## src/design/alc_pkg.sv

```systemverilog
`default_nettype none

package alc_pkg;

  // Field widths of the stream payloads
  localparam int KEY_W        = 64;
  localparam int KEY_BYTES_W  = 4;
  localparam int IN_TDATA_W   = 72;
  localparam int SLOT_W       = 3;
  localparam int OUT_TDATA_W  = 8;
  localparam int LT_W         = 8;

  // Configuration port
  localparam int CFG_ADDR_W   = 3;
  localparam int CFG_DATA_W   = 32;
  localparam int EIU_W        = 4;

  localparam logic REG_MAX_LIFETIME   = 1'b0;
  localparam logic REG_ENTRIES_IN_USE = 1'b1;

  localparam logic [LT_W-1:0]  MAX_LIFETIME_RST   = 8'd255;
  localparam logic [EIU_W-1:0] ENTRIES_IN_USE_RST = 4'd8;

  // Sequencer states
  typedef enum logic [4:0] {
    ST_IDLE   = 5'b00001,
    ST_SCAN   = 5'b00010,
    ST_AGE    = 5'b00100,
    ST_FINISH = 5'b01000,
    ST_SPARE  = 5'b10000
  } state_t;

endpackage

`default_nettype wire

```

## src/design/aging_lookup_cache.sv

```systemverilog
// A hit on entry j returns once the read pass reaches entry j;
// a miss returns after two passes over the n entries in use: one read pass
// over the entry RAM to match and pick a victim, one read-modify-write pass to age.
// One key at a time: the next key is taken only after the result is in the output register.
// Reset (synchronous, rst_n low): entries read as zero through per-entry valid bits,
// registers return to max_lifetime 255 and entries_in_use 8; no clearing pass.
`default_nettype none

module aging_lookup_cache #(
  parameter int ENTRIES    = 8,
  parameter int ITEM_BYTES = 8
) (
  input  wire logic                               clk,
  input  wire logic                               rst_n,
  // Input stream
  input  wire logic                               in_tvalid,
  output logic                                    in_tready,
  input  wire logic [alc_pkg::IN_TDATA_W-1:0]     in_tdata,   // key[63:0], key_bytes[67:64]
  // Result stream
  output logic                                    out_tvalid,
  input  wire logic                               out_tready,
  output logic [alc_pkg::OUT_TDATA_W-1:0]         out_tdata,  // slot[2:0]
  output logic                                    out_tuser,  // hit[0]
  // Configuration port
  input  wire logic                               cfg_psel,
  input  wire logic                               cfg_penable,
  input  wire logic                               cfg_pwrite,
  input  wire logic [alc_pkg::CFG_ADDR_W-1:0]     cfg_paddr,
  input  wire logic [alc_pkg::CFG_DATA_W-1:0]     cfg_pwdata,
  output logic [alc_pkg::CFG_DATA_W-1:0]          cfg_prdata,
  output logic                                    cfg_pready
);

  localparam int IDX_W   = (ENTRIES > 1) ? $clog2(ENTRIES) : 1;
  localparam int CNT_W   = $clog2(ENTRIES + 1);
  localparam int ENTRY_W = 8 * ITEM_BYTES;
  localparam int LT_W    = alc_pkg::LT_W;
  localparam int RAM_W   = ENTRY_W + LT_W;

  // Configuration registers
  logic [LT_W-1:0]             max_lifetime_r;
  logic [alc_pkg::EIU_W-1:0]   entries_in_use_r;

  // Sequencer
  alc_pkg::state_t             state_r, state_nxt;
  logic [ENTRY_W-1:0]          key_r, key_nxt;
  logic [ITEM_BYTES-1:0]       bmask_r, bmask_nxt;
  logic [CNT_W-1:0]            n_r, n_nxt;
  logic [CNT_W-1:0]            rd_cnt_r, rd_cnt_nxt;
  logic                        chk_vld_r, chk_vld_nxt;
  logic [IDX_W-1:0]            chk_idx_r, chk_idx_nxt;
  logic [IDX_W-1:0]            vic_idx_r, vic_idx_nxt;
  logic [LT_W-1:0]             vic_lt_r, vic_lt_nxt;
  logic                        res_hit_r, res_hit_nxt;
  logic [IDX_W-1:0]            res_idx_r, res_idx_nxt;

  // Output register
  logic                        out_valid_r, out_valid_nxt;
  logic                        out_hit_r, out_hit_nxt;
  logic [alc_pkg::SLOT_W-1:0]  out_slot_r, out_slot_nxt;

  // Entry RAM and valid bits
  logic [ENTRIES-1:0]          valid_r;
  logic                        rd_vld_r;
  logic                        ram_we;
  logic [IDX_W-1:0]            ram_waddr;
  logic [RAM_W-1:0]            ram_wdata;
  logic [IDX_W-1:0]            ram_raddr;
  logic [RAM_W-1:0]            ram_rdata;

  // Datapath helpers
  logic [CNT_W-1:0]            n_eff;
  logic [alc_pkg::KEY_BYTES_W-1:0] nb_in;
  logic [ENTRY_W-1:0]          bit_mask;
  logic [ENTRY_W-1:0]          ent_bytes;
  logic [LT_W-1:0]             ent_lt;
  logic                        match;
  logic                        last_chk;
  logic                        rd_issue;
  logic                        in_xfer;
  logic                        cfg_wr;
  logic                        is_victim;
  logic [LT_W-1:0]             age_lt;

  alc_ram #(
    .WIDTH (RAM_W),
    .DEPTH (ENTRIES)
  ) u_ram (
    .clk   (clk),
    .we    (ram_we),
    .waddr (ram_waddr),
    .wdata (ram_wdata),
    .raddr (ram_raddr),
    .rdata (ram_rdata)
  );

  assign in_xfer    = in_tvalid && in_tready;
  assign in_tready  = (state_r == alc_pkg::ST_IDLE);
  assign out_tvalid = out_valid_r;
  assign out_tdata  = {{(alc_pkg::OUT_TDATA_W - alc_pkg::SLOT_W){1'b0}}, out_slot_r};
  assign out_tuser  = out_hit_r;

  // APB access: always ready, one register per word
  assign cfg_pready = 1'b1;
  assign cfg_wr     = cfg_psel && cfg_penable && cfg_pwrite && cfg_pready;

  always_comb begin
    case (cfg_paddr[2])
      alc_pkg::REG_MAX_LIFETIME:
        cfg_prdata = {{(alc_pkg::CFG_DATA_W - LT_W){1'b0}}, max_lifetime_r};
      alc_pkg::REG_ENTRIES_IN_USE:
        cfg_prdata = {{(alc_pkg::CFG_DATA_W - alc_pkg::EIU_W){1'b0}}, entries_in_use_r};
      default:
        cfg_prdata = '0;
    endcase
  end

  // Entry count clamped to 1..ENTRIES
  always_comb begin
    if (entries_in_use_r == '0) begin
      n_eff = CNT_W'(1);
    end else if (32'(entries_in_use_r) > ENTRIES) begin
      n_eff = CNT_W'(ENTRIES);
    end else begin
      n_eff = CNT_W'(entries_in_use_r);
    end
  end

  // Byte enables of the incoming key, length saturated to ITEM_BYTES
  assign nb_in = in_tdata[alc_pkg::KEY_W +: alc_pkg::KEY_BYTES_W];
  always_comb begin
    for (int b = 0; b < ITEM_BYTES; b++) begin
      bmask_nxt[b] = (b < 32'(nb_in));
    end
    for (int b = 0; b < ITEM_BYTES; b++) begin
      bit_mask[8*b +: 8] = {8{bmask_r[b]}};
    end
  end

  // Entry as read; never-written entries read as zero
  assign ent_bytes = rd_vld_r ? ram_rdata[RAM_W-1:LT_W] : '0;
  assign ent_lt    = rd_vld_r ? ram_rdata[LT_W-1:0]     : '0;
  assign match     = (((ent_bytes ^ key_r) & bit_mask) == '0);
  assign last_chk  = (CNT_W'(chk_idx_r) == (n_r - CNT_W'(1)));
  assign rd_issue  = (rd_cnt_r < n_r);
  assign ram_raddr = rd_issue ? rd_cnt_r[IDX_W-1:0] : '0;
  assign is_victim = (chk_idx_r == vic_idx_r);

  // Aging value: victim restarts at max, then every nonzero lifetime drops by one
  always_comb begin
    logic [LT_W-1:0] lt;
    lt = is_victim ? max_lifetime_r : ent_lt;
    age_lt = (lt != '0) ? (lt - LT_W'(1)) : '0;
  end

  // Sequencer: scan pass, then aging pass on a miss
  always_comb begin
    state_nxt     = state_r;
    key_nxt       = key_r;
    n_nxt         = n_r;
    rd_cnt_nxt    = rd_cnt_r;
    chk_vld_nxt   = 1'b0;
    chk_idx_nxt   = chk_idx_r;
    vic_idx_nxt   = vic_idx_r;
    vic_lt_nxt    = vic_lt_r;
    res_hit_nxt   = res_hit_r;
    res_idx_nxt   = res_idx_r;
    out_valid_nxt = out_valid_r && !out_tready;
    out_hit_nxt   = out_hit_r;
    out_slot_nxt  = out_slot_r;
    ram_we        = 1'b0;
    ram_waddr     = chk_idx_r;
    ram_wdata     = {ent_bytes, max_lifetime_r};

    case (state_r)
      alc_pkg::ST_IDLE: begin
        if (in_xfer) begin
          key_nxt    = in_tdata[ENTRY_W-1:0];
          n_nxt      = n_eff;
          rd_cnt_nxt = '0;
          state_nxt  = alc_pkg::ST_SCAN;
        end
      end

      alc_pkg::ST_SCAN: begin
        if (rd_issue) begin
          chk_vld_nxt = 1'b1;
          chk_idx_nxt = rd_cnt_r[IDX_W-1:0];
          rd_cnt_nxt  = rd_cnt_r + CNT_W'(1);
        end
        if (chk_vld_r) begin
          if (match) begin
            // Hit: refresh lifetime, bytes unchanged
            ram_we      = 1'b1;
            ram_wdata   = {ent_bytes, max_lifetime_r};
            res_hit_nxt = 1'b1;
            res_idx_nxt = chk_idx_r;
            chk_vld_nxt = 1'b0;
            state_nxt   = alc_pkg::ST_FINISH;
          end else begin
            // Earliest smallest lifetime is the victim
            if (chk_idx_r == '0 || ent_lt < vic_lt_r) begin
              vic_idx_nxt = chk_idx_r;
              vic_lt_nxt  = ent_lt;
            end
            if (last_chk) begin
              rd_cnt_nxt  = '0;
              chk_vld_nxt = 1'b0;
              state_nxt   = alc_pkg::ST_AGE;
            end
          end
        end
      end

      alc_pkg::ST_AGE: begin
        if (rd_issue) begin
          chk_vld_nxt = 1'b1;
          chk_idx_nxt = rd_cnt_r[IDX_W-1:0];
          rd_cnt_nxt  = rd_cnt_r + CNT_W'(1);
        end
        if (chk_vld_r) begin
          ram_we = 1'b1;
          if (is_victim) begin
            ram_wdata = {(ent_bytes & ~bit_mask) | (key_r & bit_mask), age_lt};
          end else begin
            ram_wdata = {ent_bytes, age_lt};
          end
          if (last_chk) begin
            res_hit_nxt = 1'b0;
            res_idx_nxt = vic_idx_r;
            chk_vld_nxt = 1'b0;
            state_nxt   = alc_pkg::ST_FINISH;
          end
        end
      end

      alc_pkg::ST_FINISH: begin
        if (!out_valid_r || out_tready) begin
          out_valid_nxt = 1'b1;
          out_hit_nxt   = res_hit_r;
          out_slot_nxt  = alc_pkg::SLOT_W'(res_idx_r);
          state_nxt     = alc_pkg::ST_IDLE;
        end
      end

      default: begin
        state_nxt = alc_pkg::ST_IDLE;
      end
    endcase
  end

  // Control registers
  always_ff @(posedge clk) begin
    if (!rst_n) begin
      state_r          <= alc_pkg::ST_IDLE;
      chk_vld_r        <= 1'b0;
      out_valid_r      <= 1'b0;
      valid_r          <= '0;
      max_lifetime_r   <= alc_pkg::MAX_LIFETIME_RST;
      entries_in_use_r <= alc_pkg::ENTRIES_IN_USE_RST;
    end else begin
      state_r     <= state_nxt;
      chk_vld_r   <= chk_vld_nxt;
      out_valid_r <= out_valid_nxt;
      if (ram_we) begin
        valid_r[ram_waddr] <= 1'b1;
      end
      if (cfg_wr) begin
        case (cfg_paddr[2])
          alc_pkg::REG_MAX_LIFETIME:   max_lifetime_r   <= cfg_pwdata[LT_W-1:0];
          alc_pkg::REG_ENTRIES_IN_USE: entries_in_use_r <= cfg_pwdata[alc_pkg::EIU_W-1:0];
          default: ;
        endcase
      end
    end
  end

  // Payload registers
  always_ff @(posedge clk) begin
    key_r      <= key_nxt;
    if (in_xfer) begin
      bmask_r  <= bmask_nxt;
    end
    n_r        <= n_nxt;
    rd_cnt_r   <= rd_cnt_nxt;
    chk_idx_r  <= chk_idx_nxt;
    vic_idx_r  <= vic_idx_nxt;
    vic_lt_r   <= vic_lt_nxt;
    res_hit_r  <= res_hit_nxt;
    res_idx_r  <= res_idx_nxt;
    out_hit_r  <= out_hit_nxt;
    out_slot_r <= out_slot_nxt;
    rd_vld_r   <= valid_r[ram_raddr];
  end

endmodule

`default_nettype wire

```

## src/design/alc_ram.sv

```systemverilog
`default_nettype none

// Simple dual-port RAM: one write port, one read port with registered data.
module alc_ram #(
  parameter  int WIDTH  = 72,
  parameter  int DEPTH  = 8,
  localparam int ADDR_W = (DEPTH > 1) ? $clog2(DEPTH) : 1
) (
  input  wire logic                     clk,
  input  wire logic                     we,
  input  wire logic [ADDR_W-1:0]        waddr,
  input  wire logic [WIDTH-1:0]         wdata,
  input  wire logic [ADDR_W-1:0]        raddr,
  output logic      [WIDTH-1:0]         rdata
);

  logic [WIDTH-1:0] mem [DEPTH];

  always_ff @(posedge clk) begin
    if (we) begin
      mem[waddr] <= wdata;
    end
    rdata <= mem[raddr];
  end

endmodule

`default_nettype wire

```

## config.mk

```make
export PLATFORM = sky130hd
export DESIGN_NAME = aging_lookup_cache
export DESIGN_NICKNAME = d
export VERILOG_FILES = /design/src/design/alc_pkg.sv /design/src/design/aging_lookup_cache.sv /design/src/design/alc_ram.sv
export SDC_FILE = /design/constraint.sdc
export NUM_CORES = 1
export LEC_CHECK = 0
export ABC_AREA = 1
export BUFFER_PORTS_ARGS = -buffer_cell sky130_fd_sc_hd__buf_2
export CORE_AREA = 2 2 228 230
export CTS_BUF_LIST = sky130_fd_sc_hd__clkbuf_8
export DETAILED_ROUTE_END_ITERATION = 8
export DIE_AREA = 0 0 230 232
export GPL_TIMING_DRIVEN = 0
export PLACE_DENSITY = 0.89
export REMOVE_ABC_BUFFERS = 1
export SYNTH_ARGS = -nofsm -noshare
export SYNTH_HDL_FRONTEND = slang
export SYNTH_SLANG_ARGS = --single-unit
```

## constraint.sdc

```tcl
create_clock -name clk -period 10.78 [get_ports clk]
set_input_delay 0 -clock clk [delete_from_list [all_inputs] [get_ports clk]]
set_output_delay 0 -clock clk [all_outputs]
set_load 0.05 [all_outputs]
```

==> impl_summary.log, run 1 <==
[metrics] result of the run: finished, final reports clean
[metrics] Least-Margin Pin Slew: about 0.98 ns
[metrics] slowest stage cell, crit path: sky130_fd_sc_hd__dfxtp_4
[metrics] leakage dissipation: 14.5 nW
[metrics] critical path data arrival time: between 4 and 5 ns
[metrics] overall die width: around 230 um
[metrics] antenna-violating nets left: 0
[metrics] Clock Path Buffers: 3
[metrics] remaining routing DRC violations: 0
[metrics] overall routed net length: slightly below 80,000 um
[metrics] clock latency on the worst-skew pair: 0.73 ns
[metrics] Placed Instances: roughly 3,600
[metrics] number of placement rows: 83
[metrics] number of max-slew violations in the final report: 0
[metrics] effective utilization at floorplan: between 60% and 70%
[metrics] number of antenna cells inserted: 0
[metrics] number of filler cells placed in the layout: just over 3,000
[metrics] number of top-level pins: approximately 160
[metrics] DIE HEIGHT: ~230 um
[metrics] maximum number of pins on one net before global-route repair: approximately 170
[metrics] Yosys Warn Count: 0
[metrics] reported max-cap violation count: 0
[metrics] clock-pin slew of the registers on the worst-case setup and hold paths: approximately 0.06 ns
[metrics] wire length of the first global-routing pass: between 100,000 and 150,000 um
[metrics] via count: 23,463
[metrics] number of H-tree levels: 3
[metrics] critical path type: flip-flop to flip-flop
[metrics] count of mapped cells out of synthesis: 2,898
[metrics] Clock Power Share: ~25%
[metrics] Hold Vio Cnt, Final: 0
[metrics] GR Overflow Total: 0
[metrics] total routing usage reported by global routing: 29.0%
[metrics] half-perimeter wire length after detailed placement: 41,800 um
[metrics] Setup Buffers After CTS: 0
[metrics] Core Footprint: slightly above 50,000 um2
[metrics] register bit total from synthesis: just under 800
[metrics] final critical delay including setup and external delays: 4.45 ns
[metrics] Avg Synthesized Cell Area: about 11 um2
[metrics] most prevalent standard cell on the critical path: sky130_fd_sc_hd__nand2_1
[metrics] peak fanout along the critical path: between 80 and 90
[metrics] filler-free cell count of the finished design: about 3,900
[metrics] violation count after the first detailed-routing iteration: 2,906
[metrics] Int Power: around 0.0058 W
[metrics] share of synthesized flip-flops with an asynchronous set or reset: 0%
[metrics] unique cell type count in the Yosys netlist: 35
[metrics] fraction of power consumed by sequential logic: a little over two fifths
[metrics] total of endpoints with negative setup slack in the final report: 0
[metrics] first-pass iteration count of the detailed router: 6
[metrics] proportion of power drawn by combinational gates: between 30% and 40%
[metrics] largest incremental delay on the critical path: a little over 0.9 ns
[metrics] vias in the first global route: between 20,000 and 25,000
[metrics] power per standard cell area: 251 nW/um2
[metrics] routed wire length per instance: just under 20 um
[metrics] antenna violations before repair: 0
[metrics] achievable clock frequency: between 200 and 250 MHz
[metrics] design area: approximately 37,000 um2
[metrics] total clock buffers created by CTS: 115
[metrics] required time reported for the critical path endpoint: around 11 ns
[metrics] launching element type of the critical path: flip-flop
[metrics] Area Overhead vs Synth: 16.5%
[metrics] final total negative setup slack: 0 ns
[metrics] sequential fraction of the synthesis area: 70.5%
[metrics] post-synthesis instance area: 31,700 um2
[metrics] routability congestion estimate from global placement: between 0.8 and 0.9
[metrics] Port Buf Inserts: between 90 and 100
[metrics] Layout Nets: 3,286
[metrics] crit path capture type: flip-flop
[metrics] sw power: 0.00344 W
[metrics] Post-Route Skew: 0.0318 ns
[metrics] IR Drop Worst-Case VDD: between 200 and 300 uV
[metrics] die outline area: roughly 53,000 um2
[metrics] setup repair after global routing missed its margin: false
[metrics] worst hold-check slack: 0.0652 ns
[metrics] Avg Vias per Cell: roughly 6
[metrics] cells along the critical path: buf_16 > nand3_1 > nand2_1 > nand2_1 > nor2_1 > nand2_1 > nand2_1 > nand2_1 > nor2_1 > nand2_1 > nand2_2 > nand4_1 > inv_4 > buf_12
[metrics] path type of the worst min-delay path: input port to flip-flop
[metrics] dominant register cell in the synthesized netlist: sky130_fd_sc_hd__edfxtp_1
[metrics] fraction of power spent switching nets: a little under two fifths
[metrics] Relative slew margins: between 30% and 40%
[metrics] clock sinks: around 780
[metrics] number of flops mapped to enable cells by yosys: 678
[metrics] TritonCTS clock tree: done
[metrics] fraction of the cycle the final worst path needs: 41.3%
[metrics] clock root buffer: sky130_fd_sc_hd__clkbuf_8
[metrics] Cell Area, Placed: approximately 33,000 um2
[metrics] fraction of final layout cells with drive strength greater than 1: 9.66%
[metrics] CTS-repair resized insts: 0
## cell usage in the layout (no fill, tap or decap), types with 3 or more instances in the layout
master / count
sky130_fd_sc_hd__nand2_1: 1002
sky130_fd_sc_hd__edfxtp_1: 678
sky130_fd_sc_hd__nand3_1: 516
sky130_fd_sc_hd__inv_1: 177
sky130_fd_sc_hd__dlygate4sd3_1: 164
sky130_fd_sc_hd__clkbuf_8: 127
sky130_fd_sc_hd__dfxtp_1: 98
sky130_fd_sc_hd__buf_2: 97
sky130_fd_sc_hd__o21ai_0: 81
sky130_fd_sc_hd__a21oi_1: 58
sky130_fd_sc_hd__nor2_1: 47
sky130_fd_sc_hd__conb_1: 30
sky130_fd_sc_hd__clkinv_1: 22
sky130_fd_sc_hd__buf_16: 15
sky130_fd_sc_hd__ha_1: 13
sky130_fd_sc_hd__nand4_1: 12
sky130_fd_sc_hd__nor3_1: 11
sky130_fd_sc_hd__clkinv_2: 11
sky130_fd_sc_hd__o21ai_1: 10
sky130_fd_sc_hd__nor2_2: 10
sky130_fd_sc_hd__buf_4: 10
sky130_fd_sc_hd__inv_4: 9
sky130_fd_sc_hd__xnor2_1: 8
sky130_fd_sc_hd__buf_12: 7
sky130_fd_sc_hd__bufinv_16: 6
sky130_fd_sc_hd__o22ai_1: 4
sky130_fd_sc_hd__clkinvlp_4: 4
sky130_fd_sc_hd__o21a_1: 3
sky130_fd_sc_hd__xor2_1: 3
sky130_fd_sc_hd__nand3b_1: 3
sky130_fd_sc_hd__nor2_4: 3
## layer usage
metal / part of all wire [%] / GRT usage [%] / vias to the layer above
met2: 50 / 50.4 / 1599
met3: 9.9 / 5.48 / 317
met5: 0 / 0 / -
li1: - / - / 10420
met4: 4.2 / 14.8 / 0
met1: 36 / 34.6 / 11127
## power groups by stage
stage / clock [W] / combinational [W] / sequential (W)
after floorplan: 0 / 0.00215 / 0.00391
after global placement: 0 / 0.00295 / 0.00399
after detailed placement: 0 / 0.00284 / 0.00394
after CTS: 0.00237 / 0.00294 / 0.00389
after global routing: 0.00249 / 0.00329 / 0.00392
final: 0.00236 / 0.00301 / 0.00390
## logic make-up (layout without fill, tap and decap cells)
logic type | after synthesis | in the layout | synth area share (%)
AND/OR/NAND/NOR | 1611 | 1611 | 21.5
flip-flops | 777 | 777 | 70.5
buffers and inverters | 322 | 656 | 4.50
AO/OA/AOI/OAI | 161 | 161 | 2.62
adder cells (fa/ha/maj) | 14 | 14 | 0.553
XOR/XNOR | 11 | 11 | 0.304
other | 2 | 30 | 0.0237
## final timing paths
check | depth (start not counted) | slack (ns) | to | startpoint
worst min-delay path | 2 | 0.07 | key_r[0] | in_tdata[0]
worst max register to register | 14 | 6.33 | u_ram.mem[5][62] | rd_vld_r
worst min register to register | 0 | 0.42 | out_tuser | res_hit_r
worst max-delay path | 14 | 6.33 | u_ram.mem[5][62] | rd_vld_r
## cell usage after synthesis, drive strengths merged, types with 2 or more instances
cell type | instances | share of area (%)
nor3 | 12 | 0.19
o22ai | 4 | 0.079
xnor2 | 8 | 0.22
buf | 86 | 1.7
conb | 2 | 0.024
o211ai | 2 | 0.047
xor2 | 3 | 0.083
edfxtp | 678 | 64
nand4 | 12 | 0.24
nand2 | 1004 | 12
inv | 143 | 1.7
nand3b | 3 | 0.071
clkbuf | 92 | 1.1
nand3 | 518 | 8.2
dfxtp | 99 | 6.3
o21ai | 91 | 1.4
ha | 14 | 0.55
a21oi | 58 | 0.92
nor2 | 60 | 0.81
o21a | 3 | 0.071
## registers in the layout, summed over array words and instances, names as in the netlist, 3 cells and up
name / cells
max_lifetime_r: 8
bmask_r: 8
rd_cnt_r: 4
u_ram.rdata: 72
key_r: 64
state_r: 4
chk_idx_r: 3
vic_idx_r: 3
vic_lt_r: 8
entries_in_use_r: 4
res_idx_r: 3
out_slot_r: 3
n_r: 4
u_ram.mem: 576
valid_r: 8
## metrics by stage
step / power (W) / util (%) / worst slack (ns)
floorplan: 0.00606 / - / -1.10
finish: 0.00927 / 72.5 / 6.33
global placement: 0.00695 / 63.3 / -11.84
global route: 0.00970 / 72.5 / 6.20
detailed placement: 0.00679 / 64.7 / 6.56
CTS: 0.00920 / 72.5 / 6.52
## cell type report
class / count / area (um2) / share of cell area [%]
timing repair buffer: 293 / 2760 / 7.47
inverter: 144 / 576 / 1.56
clock buffer: 127 / 1750 / 4.74
multi-input combinational: 1827 / 8060 / 21.8
sequential: 777 / 22300 / 60.6
clock inverter: 92 / 569 / 1.54
tap: 680 / 851 / 2.31
## worst max-delay path, delay by kind of cell (launching register included)
| family | cells | cell delay (ns) |
|---|---|---|
| buffers and inverters | 3 | 1.36 |
| and+or+nand+nor | 11 | 1.74 |
| DFF | 1 | 0.91 |
## timing repair
item | 4_1_cts | 5_1_grt
endpoints found under the hold margin | 123 | 0
hold buffers | 164 | 0
endpoints found under the setup margin | 0 | 0
No activity file was read; power rests on OpenSTA's default activity.
==> inputs of run 2 (changes only) <==
--- a/config.mk
+++ b/config.mk
@@ -7,12 +7,12 @@
 export LEC_CHECK = 0
 export ABC_AREA = 1
 export BUFFER_PORTS_ARGS = -buffer_cell sky130_fd_sc_hd__buf_2
-export CORE_AREA = 2 2 228 230
+export CORE_AREA = 2 2 239 241
 export CTS_BUF_LIST = sky130_fd_sc_hd__clkbuf_8
 export DETAILED_ROUTE_END_ITERATION = 8
-export DIE_AREA = 0 0 230 232
+export DIE_AREA = 0 0 241 243
 export GPL_TIMING_DRIVEN = 0
-export PLACE_DENSITY = 0.89
+export PLACE_DENSITY = 0.85
 export REMOVE_ABC_BUFFERS = 1
 export SYNTH_ARGS = -nofsm -noshare
 export SYNTH_HDL_FRONTEND = slang
==> constraint.sdc (replaced) <==
create_clock -name clk -period 4 [get_ports clk]
set_input_delay 0 -clock clk [delete_from_list [all_inputs] [get_ports clk]]
set_output_delay 0 -clock clk [all_outputs]
set_load 0.05 [all_outputs]
==> run 2 against run 1 <==
Effect of this change:
- via count is 4.6% lower
- sequential share of layout area is 0.062 points higher
- routed wire length shrank 7.5%
- non-clock buffer count grew 7
- combinational power increased to 2.7 times the previous value
- core utilization is 6.6 points lower
- fmax up 16%
- sequential cell count is the same
- clock-buffer cell count fell by 9
==> impl_summary.log, run 2 (synthesis gave the netlist of run 1 again) <==
[metrics] fraction of power consumed by sequential logic: 43.2% (+1.1 points)
[metrics] register containing the most flip-flops in the final layout: u_ram.mem
[metrics] cells along the critical path: buf_12 > buf_16 > nand3_1 > nand2_1 > nand2_1 > nor2_1 > nand2_1 > nand2_1 > nand2_1 > nor2_1 > nand2_1 > nand2_2 > nand4_1 > inv_6 > buf_16
[metrics] number of filler cells placed in the layout: 3,836 (+26%)
[metrics] achievable clock frequency: 261 MHz (+16%)
[metrics] Worst path top cell family by delay: simple AND/OR/NAND/NOR gates
[metrics] Met2 Wirelength: 35,700 um (-9.3%)
[metrics] Post-Route Skew: 0.0295 ns (-0.00230 ns)
[metrics] critical path data arrival time: 4.20 ns (-0.65 ns)
[metrics] TritonCTS clock tree: done
[metrics] highest metal layer used by the detailed router: met4
[metrics] total of endpoints with negative setup slack in the final report: 0 (unchanged)
[metrics] crit path capture type: flip-flop
[metrics] slowest stage cell, crit path: sky130_fd_sc_hd__dfxtp_4
[metrics] wire length of the first global-routing pass: 110,000 um (-9.1%)
[metrics] path type of the worst min-delay path: input port to flip-flop
[metrics] overall routed net length: 72,400 um (-7.5%)
[metrics] power per standard cell area: 657 nW/um2 (+160%)
[metrics] via count: 22,385 (-4.6%)
[metrics] number of buffers and inverters on the critical path: 4 (+1)
[metrics] number of top-level pins: 158 (unchanged)
[metrics] overall die width: 241 um (+4.8%)
[metrics] fraction of final layout cells with drive strength greater than 1: 9.28% (-0.38 points)
[metrics] antenna violations before repair: 0 (unchanged)
[metrics] routability congestion estimate from global placement: 0.785 (-5.0%)
[metrics] Clock Power Share: 23.7% (-1.7 points)
[metrics] required time reported for the critical path endpoint: 4.37 ns (-6.81 ns)
[metrics] clock latency on the worst-skew pair: 0.73 ns (about the same)
[metrics] Relative slew margins: 37.5% (+3.7 points)
[metrics] effective utilization at floorplan: 56.6% (-5.6 points)
[metrics] footprint of the multi-input gates: 8060 um2 (unchanged)
[metrics] vias in the first global route: 21,727 (-8.2%)
[metrics] end of the worst hold path: bmask_r[7]
[metrics] launching element type of the critical path: flip-flop
[metrics] Hold Vio Cnt, Final: 0 (unchanged)
[metrics] reported max-cap violation count: 0 (unchanged)
[metrics] peak fanout along the critical path: 62 (-25%)
[metrics] Int Power: 0.0152 W (+160%)
[metrics] total routing usage reported by global routing: 24.1% (-4.9 points)
[metrics] proportion of power drawn by combinational gates: 33.2% (+0.7 points)
[metrics] number of H-tree levels: 3 (unchanged)
[metrics] utilization of the core after routing: 65.9% (-6.6 points)
[metrics] clock sinks: 777 (unchanged)
[metrics] half-perimeter wire length after detailed placement: 37,100 um (-11%)
[metrics] first-pass iteration count of the detailed router: 6 (unchanged)
[metrics] commonest non-fill, non-tap cell in the layout: sky130_fd_sc_hd__nand2_1
[metrics] fraction of the cycle the final worst path needs: 95.7% (+54 points)
[metrics] DIE HEIGHT: 243 um (+4.7%)
[metrics] Least-Margin Pin Slew: 0.934 ns (-0.0485 ns)
[metrics] depth of the worst register-to-register path: 15 (+1)
[metrics] leakage dissipation: 14.4 nW (-0.58%)
[metrics] GR Overflow Total: 0 (unchanged)
[metrics] final critical delay including setup and external delays: 3.83 ns (-0.625 ns)
[metrics] Top Registers: u_ram.mem: 576 flops, u_ram.rdata: 72 flops, key_r: 64 flops
[metrics] antenna-violating nets left: 0 (unchanged)
[metrics] number of placement rows: 87 (+4.8%)
[metrics] most prevalent standard cell on the critical path: sky130_fd_sc_hd__nand2_1
[metrics] Avg Vias per Cell: 5.58 (-6.3%)
[metrics] IR Drop Worst-Case VDD: 595 uV (+130%)
[metrics] total power draw: 0.0242 W (+160%)
[metrics] Area Overhead vs Synth: 16.4%
[metrics] R2R Path Start: rd_vld_r
[metrics] Layout Nets: 3,289 (+0.091%)
[metrics] sw power: 0.00897 W (+160%)
[metrics] most used cells in the layout excluding fill and tap cells: 1,002 x sky130_fd_sc_hd__nand2_1, 678 x sky130_fd_sc_hd__edfxtp_1, 516 x sky130_fd_sc_hd__nand3_1
[metrics] Clock Path Buffers: 3 (unchanged)
[metrics] fraction of power spent switching nets: 37.1% (-0.049 points)
[metrics] violation count after the first detailed-routing iteration: 2,489 (-14%)
[metrics] die outline area: 58,600 um2 (+9.8%)
[metrics] setup slack, reg-to-reg: 0.17 ns (-6.16 ns)
[metrics] worst reg2reg path endpoint: u_ram.mem[4][17]
[metrics] Register Area: 22,300 um2 (unchanged)
[metrics] length of routed wiring on met1: 27,400 um (-2.0%)
[metrics] result of the run: finished, final reports clean
[metrics] clock-pin slew of the registers on the worst-case setup and hold paths: 0.06 ns (about the same)
[metrics] Hold Startpoint: in_tdata[67]
[metrics] Core Footprint: 56,000 um2 (+10%)
[metrics] remaining routing DRC violations: 0 (unchanged)
[metrics] largest incremental delay on the critical path: 0.56 ns (-0.35 ns)
[metrics] clock root buffer: sky130_fd_sc_hd__clkbuf_8
[metrics] final total negative setup slack: 0 ns (unchanged)
[metrics] total clock buffers created by CTS: 111 (-3.5%)
[metrics] Port Buf Inserts: 97 (unchanged)
[metrics] number of max-slew violations in the final report: 0 (unchanged)
[metrics] maximum number of pins on one net before global-route repair: 159 (-7.0%)
[metrics] Worst Hold Path Cells: 2 (unchanged)
[metrics] Routed met3 length: 6970 um (-10%)
[metrics] Critical Path Source: rd_vld_r
[metrics] routed wire length per instance: 18.1 um (-9.2%)
[metrics] number of flip-flops in the largest register: 576 (unchanged)
[metrics] critical path type: flip-flop to flip-flop
-- run 2: power by group through the flow --
| stage | Sequential [W] | Combinational (W) | Clock (W) |
|---|---|---|---|
| after floorplan | 0.0105 | 0.00480 | 0 |
| after global placement | 0.0106 | 0.00472 | 0 |
| after detailed placement | 0.0106 | 0.00756 | 0 |
| after CTS | 0.0104 | 0.00776 | 0.00578 |
| after global routing | 0.0105 | 0.00897 | 0.00611 |
| final | 0.0105 | 0.00803 | 0.00573 |
-- run 2: timing repair --
| item | CTS | global route |
|---|---|---|
| buffers inserted | 0 | 1 |
| endpoints found under the setup margin | 7 | 446 |
| hold buffers | 166 | 0 |
| resized for setup | 1 | 10 |
| cloned | 0 | 2 |
| hold endpoints to repair | 126 | 0 |
-- run 2: layer usage --
layer	vias up	track usage, %
met5	-	0
met4	0	11.1
met3	226	4.00
met2	1242	40.3
met1	10497	30.9
li1	10420	-
-- run 2: worst max path at each step --
| stage | slack, ns | cells past startpoint | to |
|---|---|---|---|
| 6_report | 0.17 | 15 | u_ram.mem[4][17] |
| 4_1_cts | 0.05 | 15 | u_ram.mem[7][60] |
| 3_5_place_dp | -0.05 | 15 | u_ram.rdata[22] |
| 2_1_floorplan | -7.88 | 11 | u_ram.rdata[0] |
| 5_1_grt | -0.06 | 15 | u_ram.mem[0][62] |
| 3_3_place_gp | -18.20 | 9 | u_ram.rdata[22] |
-- run 2: area by class of cell --
cell class	count	share of cell area, %
diodes	1	0.00679
clock buffers	118	4.41
clock inverters	87	1.09
inverters	144	1.63
multi-input cells	1827	21.9
flip-flops and latches	777	60.6
well taps	756	2.57
repair buffers	300	7.83
-- run 2: worst register-to-register path: cells and delay by family, from the launching register on --
family        cells  cell delay, ns
flops             1            0.56
simple gates     11            1.56
buf+inv           4            1.31
-- run 2: per-stage QoR --
step	hold slack (ns)	setup slack [ns]	instances	area (um2)
floorplan	0.0841	-7.88	2748	30900
global placement	0.178	-18.20	3601	32300
detailed placement	0.178	-0.0515	3635	33100
CTS	0.0725	0.0470	4006	36800
global route	0.105	-0.0563	4009	36900
finish	0.118	0.170	4010	36900
